$ cat config.mk
export PLATFORM = sky130hd
export DESIGN_NAME = fss_ctrl
export DESIGN_NICKNAME = d
export VERILOG_FILES = /design/src/hdl/fss_pkg.sv /design/src/hdl/fss_ctrl.sv
export SDC_FILE = /design/constraint.sdc
export NUM_CORES = 1
export LEC_CHECK = 0
export ABC_AREA = 1
export BUFFER_PORTS_ARGS = -buffer_cell sky130_fd_sc_hd__buf_2
export CORE_ASPECT_RATIO = 1.4
export CORE_MARGIN = 1
export CORE_UTILIZATION = 60
export CTS_BUF_LIST = sky130_fd_sc_hd__clkbuf_16
export CTS_CLUSTER_SIZE = 24
export DETAILED_ROUTE_END_ITERATION = 10
export PLACE_DENSITY = 0.9
export SYNTH_ARGS = -nofsm -noshare
export SYNTH_HDL_FRONTEND = slang
export SYNTH_SLANG_ARGS = --single-unit
$ cat constraint.sdc
create_clock -name i_clk -period 3.7 [get_ports i_clk]
set_input_delay 0.74 -clock i_clk [delete_from_list [all_inputs] [get_ports i_clk]]
set_output_delay 0.74 -clock i_clk [all_outputs]
set_load 0.005 [all_outputs]
$ cat src/hdl/fss_pkg.sv
package fss_pkg;

    localparam int SAMPLE_W   = 16;
    localparam int CFG_IDX_W  = 3;
    localparam int CFG_DATA_W = 32;

    localparam logic [CFG_IDX_W-1:0] CFG_SPS        = 3'd0;
    localparam logic [CFG_IDX_W-1:0] CFG_EVAL_START = 3'd1;
    localparam logic [CFG_IDX_W-1:0] CFG_EVAL_END   = 3'd2;
    localparam logic [CFG_IDX_W-1:0] CFG_INVERT     = 3'd3;
    localparam logic [CFG_IDX_W-1:0] CFG_VAR_LIMIT  = 3'd4;

    localparam logic [6:0]  SPS_RESET        = 7'd10;
    localparam logic [5:0]  EVAL_START_RESET = 6'd3;
    localparam logic [6:0]  EVAL_END_RESET   = 7'd7;
    localparam logic        INVERT_RESET     = 1'b0;
    localparam logic [31:0] VAR_LIMIT_RESET  = 32'd5000000;

    localparam logic [1:0] NUDGE_NONE  = 2'd0;
    localparam logic [1:0] NUDGE_SKIP  = 2'd1;
    localparam logic [1:0] NUDGE_REUSE = 2'd2;

    typedef struct packed {
        logic [6:0]  samples_per_symbol;
        logic [5:0]  eval_start;
        logic [6:0]  eval_end;
        logic        invert_output;
        logic [31:0] variance_limit;
    } t_cfg;

    typedef enum logic [4:0] {
        OP_NOP    = 5'd0,
        OP_CLR    = 5'd1,
        OP_ACC    = 5'd2,
        OP_POS    = 5'd3,
        OP_VINIT  = 5'd4,
        OP_VPH    = 5'd5,
        OP_VSQ    = 5'd6,
        OP_VACC   = 5'd7,
        OP_VN1    = 5'd8,
        OP_VN2    = 5'd9,
        OP_VDEC   = 5'd10,
        OP_MODSUB = 5'd11,
        OP_DINIT  = 5'd12,
        OP_DSTEP  = 5'd13,
        OP_RWR    = 5'd14,
        OP_SCMP   = 5'd15,
        OP_PROD   = 5'd16,
        OP_EMIT   = 5'd17
    } t_op;

    typedef struct packed {
        t_op op;
    } t_cmd;

    typedef struct packed {
        logic clr_last;
        logic sym_end;
        logic pos_ge;
        logic k_last;
        logic i_last;
        logic div_last;
        logic scan_last;
        logic out_busy;
    } t_stat;

endpackage

$ cat src/hdl/fss_ctrl.sv
module fss_ctrl (
    input  logic            i_clk,
    input  logic            i_rst_n,
    input  logic            i_in_valid,
    output logic            o_in_ready,
    input  fss_pkg::t_stat  i_stat,
    output fss_pkg::t_cmd   o_cmd
);

    typedef enum logic [19:0] {
        ST_CLEAR = 20'h00001,
        ST_IDLE  = 20'h00002,
        ST_POS   = 20'h00004,
        ST_CHK   = 20'h00008,
        ST_VINIT = 20'h00010,
        ST_VPH   = 20'h00020,
        ST_VRD   = 20'h00040,
        ST_VSQ   = 20'h00080,
        ST_VACC  = 20'h00100,
        ST_VN1   = 20'h00200,
        ST_VN2   = 20'h00400,
        ST_VDEC  = 20'h00800,
        ST_MOD   = 20'h01000,
        ST_DINIT = 20'h02000,
        ST_DSTEP = 20'h04000,
        ST_RWR   = 20'h08000,
        ST_SRD   = 20'h10000,
        ST_SCMP  = 20'h20000,
        ST_PROD  = 20'h40000,
        ST_EMIT  = 20'h80000
    } t_state;

    t_state r_state;
    t_state n_state;

    always_ff @(posedge i_clk) begin
        if (!i_rst_n) begin
            r_state <= ST_CLEAR;
        end else begin
            r_state <= n_state;
        end
    end

    always_comb begin
        n_state    = r_state;
        o_cmd.op   = fss_pkg::OP_NOP;
        o_in_ready = 1'b0;
        unique case (r_state)
            ST_CLEAR: begin
                o_cmd.op = fss_pkg::OP_CLR;
                if (i_stat.clr_last) n_state = ST_IDLE;
            end
            ST_IDLE: begin
                o_in_ready = 1'b1;
                if (i_in_valid) begin
                    o_cmd.op = fss_pkg::OP_ACC;
                    if (i_stat.sym_end) n_state = ST_POS;
                end
            end
            ST_POS: begin
                o_cmd.op = fss_pkg::OP_POS;
                n_state  = ST_CHK;
            end
            ST_CHK: begin
                n_state = i_stat.pos_ge ? ST_VINIT : ST_DINIT;
            end
            ST_VINIT: begin
                o_cmd.op = fss_pkg::OP_VINIT;
                n_state  = ST_VPH;
            end
            ST_VPH: begin
                o_cmd.op = fss_pkg::OP_VPH;
                n_state  = ST_VRD;
            end
            ST_VRD: begin
                n_state = ST_VSQ;
            end
            ST_VSQ: begin
                o_cmd.op = fss_pkg::OP_VSQ;
                n_state  = ST_VACC;
            end
            ST_VACC: begin
                o_cmd.op = fss_pkg::OP_VACC;
                n_state  = i_stat.k_last ? ST_VN1 : ST_VRD;
            end
            ST_VN1: begin
                o_cmd.op = fss_pkg::OP_VN1;
                n_state  = ST_VN2;
            end
            ST_VN2: begin
                o_cmd.op = fss_pkg::OP_VN2;
                n_state  = i_stat.i_last ? ST_VDEC : ST_VPH;
            end
            ST_VDEC: begin
                o_cmd.op = fss_pkg::OP_VDEC;
                n_state  = ST_MOD;
            end
            ST_MOD: begin
                if (i_stat.pos_ge) begin
                    o_cmd.op = fss_pkg::OP_MODSUB;
                end else begin
                    n_state = ST_DINIT;
                end
            end
            ST_DINIT: begin
                o_cmd.op = fss_pkg::OP_DINIT;
                n_state  = ST_DSTEP;
            end
            ST_DSTEP: begin
                o_cmd.op = fss_pkg::OP_DSTEP;
                if (i_stat.div_last) n_state = ST_RWR;
            end
            ST_RWR: begin
                o_cmd.op = fss_pkg::OP_RWR;
                n_state  = ST_SRD;
            end
            ST_SRD: begin
                n_state = ST_SCMP;
            end
            ST_SCMP: begin
                o_cmd.op = fss_pkg::OP_SCMP;
                n_state  = i_stat.scan_last ? ST_PROD : ST_SRD;
            end
            ST_PROD: begin
                o_cmd.op = fss_pkg::OP_PROD;
                n_state  = ST_EMIT;
            end
            ST_EMIT: begin
                if (!i_stat.out_busy) begin
                    o_cmd.op = fss_pkg::OP_EMIT;
                    n_state  = ST_IDLE;
                end
            end
            default: begin
                n_state = ST_CLEAR;
            end
        endcase
    end

endmodule

---- Word-level counts from Yosys, hierarchy flattened ----
Cells that the tools add are included.
operators by class
  eq/ne operators ......................... 26
  reduce and logical (&&, ||, !) cells .... 1
  mux-type cells .......................... 16
operators with widths
  cell                                                                      count
  20-bit case mux with 20 select lines                                      1
  20-bit 2-to-1 mux                                                         6
  5-bit case mux with 17 select lines                                       1
  20-bit by 1-bit equality test with 1-bit output (second input constant)   1
  20-bit by 10-bit equality test with 1-bit output (second input constant)  1
  20-bit by 11-bit equality test with 1-bit output (second input constant)  1
  20-bit by 12-bit equality test with 1-bit output (second input constant)  1
  20-bit by 13-bit equality test with 1-bit output (second input constant)  1
  20-bit by 14-bit equality test with 1-bit output (second input constant)  1
  20-bit by 15-bit equality test with 1-bit output (second input constant)  1
  20-bit by 16-bit equality test with 1-bit output (second input constant)  1
  20-bit by 17-bit equality test with 1-bit output (second input constant)  1
  20-bit by 18-bit equality test with 1-bit output (second input constant)  1
  20-bit by 19-bit equality test with 1-bit output (second input constant)  1
  20-bit by 2-bit equality test with 1-bit output (second input constant)   1
  20-bit equality test (second input constant)                              1
  20-bit by 3-bit equality test with 1-bit output (second input constant)   1
  20-bit by 4-bit equality test with 1-bit output (second input constant)   1
  20-bit by 5-bit equality test with 1-bit output (second input constant)   1
  20-bit by 6-bit equality test with 1-bit output (second input constant)   1
  20-bit by 7-bit equality test with 1-bit output (second input constant)   1
  20-bit by 8-bit equality test with 1-bit output (second input constant)   1
  20-bit by 9-bit equality test with 1-bit output (second input constant)   1
  19-bit 2-to-1 mux                                                         1
  other kinds (9)                                                           14
word-level totals
  word-level logic and storage cells ...... 44
  input port bits ......................... 11
  output and inout port bits .............. 6
  register bits after elaboration ......... 20

---- Longest topological paths before layout ----
  depth after elaboration ................. 3
  depth in mapped cells ................... 12
  gate-level depth less buffers ........... 12

---- Worst setup path after synthesis ----
OpenSTA, ideal clock, no wires.
  kind .................................... in2out
  start point ............................. input port i_stat[5] (netlist bit)
  end point ............................... output port o_cmd[3] (netlist bit)
  arrival ................................. 1.197 ns
  slack ................................... 1.763 ns
  path buffers ............................ 0
  cell stages on the path ................. 4
  required time ........................... 2.960 ns
  cell sequence ........................... nand3_1 > inv_1 > a21oi_1 > nand4_1
RTL lines
  item         line           text
  from (decl)  fss_ctrl.sv:6  input fss_pkg::t_stat i_stat,
  to (decl)    fss_ctrl.sv:7  output fss_pkg::t_cmd o_cmd

==> metrics.md <==
| Metric | Value |
|---|---|
| Reg2reg setup slack | 2.05 ns |
| Crit Reg-Reg Endpoint | r_state[4] |
| Most instantiated library cell after synthesis | nand2_1 |
| Worst-margin pin slew | 0.406 ns |
| Largest registers | r_state (20) |
| Largest net degree at the start of global routing | 12 |
| Min-delay src | r_state[17] |
| Mapped Nets | 234 |
| Skew final | 0.00193 ns |
| Row count | 20 |
| DP HPWL | 2670 um |
| Number of synthesized flops with an enable pin | 0 |
| Die Width | 43.5 um |
| RSZ-0062 raised after global routing | false |
| Worst hold stages | 3 |
| Combinational family with the most area after synthesis | simple AND/OR/NAND/NOR gates |
| Buf/Inv on CP | 3 |
| Setup Crit Path Kind | register to output pin |
| CTS Hold Bufs | 0 |
| Pins Over Slew Limit | 0 |
| Crit. Startpoint | r_state[19] |
| Post-CTS Setup Bufs | 0 |
| Achievable clock frequency | 385 MHz |
| Worst setup EP type | output pin |
| Hold Path Class | register to register |
| Count of clock tree sinks | 20 |
| Worst-path fanout max | 5 |
| P per Cell Area | 570 mW/mm^2 |
| Post-synthesis compound-gate area fraction | 4.24% |
| Setup_tns | 0 ns |
| Crit path required time | 2.96 ns |
| Yosys warning count | 0 |
| Cells after Synth | 223 |
| Final GP Congestion | 1.01 |
| # port buffers | 16 |
| CTS buffer count | 3 |
| Primary FF master, synth | dfxtp_1 |
| Period utilization | 70.2% |
| Slew HR | 72.7% |
| Leak Pwr | 0.833 nW |
| Total Wirelength | 3650 um |
| Total Routing Usage GR | 29.9% |
| Initial antenna violation count | 0 |
| Worst-Skew Late Latency | 0.25 ns |
| CTS root buf | clkbuf_16 |
| Starting DRT DRC Count | 92 |
| Area contributors post-synth | dfxtp_1 (28%), nand2_1 (11%), inv_1 (8.6%) |
| Worst R2R Path Depth | 12 |
| Via/cell ratio | 5.69 |
| Number of diodes | 0 |
| Multiplexer share of the synthesized area | 0% |
| Core ar. | 0.00223 mm^2 |
| Boundary Pins | 17 |
| Delay-heaviest family, CP | simple AND/OR/NAND/NOR gates |
| Max Cap Viol | 0 |
| CP arrival | 1.86 ns |
| Post-synthesis register bit count | 20 |
| Fin. Hold Viols | 0 |
| Setup Viol. Count Final | 0 |
| Post-route ant nets | 0 |
| Die H | 60.1 um |
| Post-cts repair resize count | 0 |
| Yosys top cell by area | dfxtp_1 |
| Share of cells above drive strength 1 | 30.0% |
| Cell-by-cell trace of the critical path | nor2_1 -> nand2_2 -> inv_2 -> nand2_2 -> nor2_4 -> nand3_1 -> inv_1 -> a21oi_1 -> nand3_1 -> buf_2 |
| Worst Hold End | r_state[17] |
| DP Cell Count | 261 |
| Synth cell count leaders | nand2_1 (41), inv_1 (33), nor2_1 (22), dfxtp_1 (20), nor2_2 (18) |
| Mapped Avg Cell Area | 6.48 um^2 |
| Final Instance Area | 0.00163 mm^2 |
| WL/cell | 13.8 um |
| Layout Nets | 255 |
| TritonCTS clock tree | yes |
| Sequential share of the synthesized area | 27.7% |
| Reg2Reg Launch Point | r_state[19] |
| Clock Tree Buf Depth | 2 |
| Largest register by flop count | r_state |
| Layout Cells excl Fill | 265 |
| Post-Place Cell Area | 0.00155 mm^2 |
| Xor/xnor cell area share of the yosys netlist | 0% |
| Initial Util | 64.9% |
| Post-synth cell types | 23 |
| Top-area cell type share of the netlist area | 27.7% |
| Worst IR Drop VDD | 0.414 mV |
| Worst Setup Start Kind | register |
| Grt ovf | 0 |
| Slowest Stage Delay on Critical Path | 0.37 ns |
| Worst-path clk slew | 0.06 ns |
| Synth Area in Adders | 0% |
| Area grow syn2layout | 12.9% |
| Die footprint | 0.00261 mm^2 |
| # DRC | 0 |
| Status | complete, no violations |
| Async SR Flop Fraction | 0% |
| Max stage delay cell, worst path | dfxtp_1 |
| First-pass GRT wire length | 5730 um |
| Vias | 1509 |
| H-Tree Level Count | 1 |
| Worst path depth | 10 |
| Max reg flops | 20 |
| Vias in the first global route | 1293 |
| Post-Synth Simple-Gate Area | 57.2% |
| Synthesized area | 0.00145 mm^2 |
| Detailed Routing Iterations Pass 1 | 5 |
| Minimum clock period after layout | 2.60 ns |
[power by group]
group	total, mW	switching, mW	internal [mW]
registers	0.246	0.0137	0.232
clock network	0.227	0.0833	0.144
logic	0.457	0.311	0.145
total	0.930	0.408	0.521
[worst reg2reg max path, delay by kind of cell (launching register included)]
family | cells | cell delay, ns
and+or+nand+nor | 8 | 0.94
DFF | 1 | 0.33
buffers and inverters | 4 | 0.28
[metrics by stage]
step | power [mW] | util (%) | setup WS, ns | hold WS [ns]
floorplan | 0.598 | - | 1.76 | 0.506
global placement | 0.677 | 69.7 | 1.38 | 0.526
detailed placement | 0.687 | 69.7 | 1.37 | 0.536
CTS | 0.917 | 73.3 | 1.13 | 0.541
global route | 0.971 | 73.3 | 1.04 | 0.594
finish | 0.930 | 73.3 | 1.10 | 0.543
[cells in the final DEF (no fill, tap or decap), drive strengths merged]
cell type	instances
clkbuf	3
inv	39
nand4	6
nand2	57
and3	1
nand3b	1
nor3	17
o21a	1
nor2	47
o21ai	6
clkinv	3
nor3b	2
a21oi	4
nand3	20
dfxtp	20
buf	16
[final cells by class]
type	instances	area, um^2
inverter	41	156
fill	177	596
multi-input combinational	162	888
timing repair buffer	16	80.1
clock inverter	1	3.75
clock buffer	3	75.1
sequential	20	400
tap	22	27.5
[metal layers]
metal	part of all wire (%)	track usage [%]	up-vias
li1	-	-	739
met1	37	31.9	678
met2	52	55.4	71
met3	6.3	4.53	21
met4	4.4	16.1	0
met5	0	0	-
[how the worst max path moves through the flow]
| stage | end | slack (ns) |
|---|---|---|
| floorplan | o_cmd[3] | 1.76 |
| global placement | o_cmd[3] | 1.38 |
| detailed placement | o_cmd[3] | 1.37 |
| CTS | o_cmd[1] | 1.13 |
| global route | o_cmd[1] | 1.04 |
| finish | o_cmd[1] | 1.10 |
[kinds of logic after synthesis]
logic type | count (synthesis)
buffers and inverters | 41
AOI/OAI and AO/OA | 11
DFF | 20
and+or+nand+nor | 151
Power figures use the tool's default switching activity.
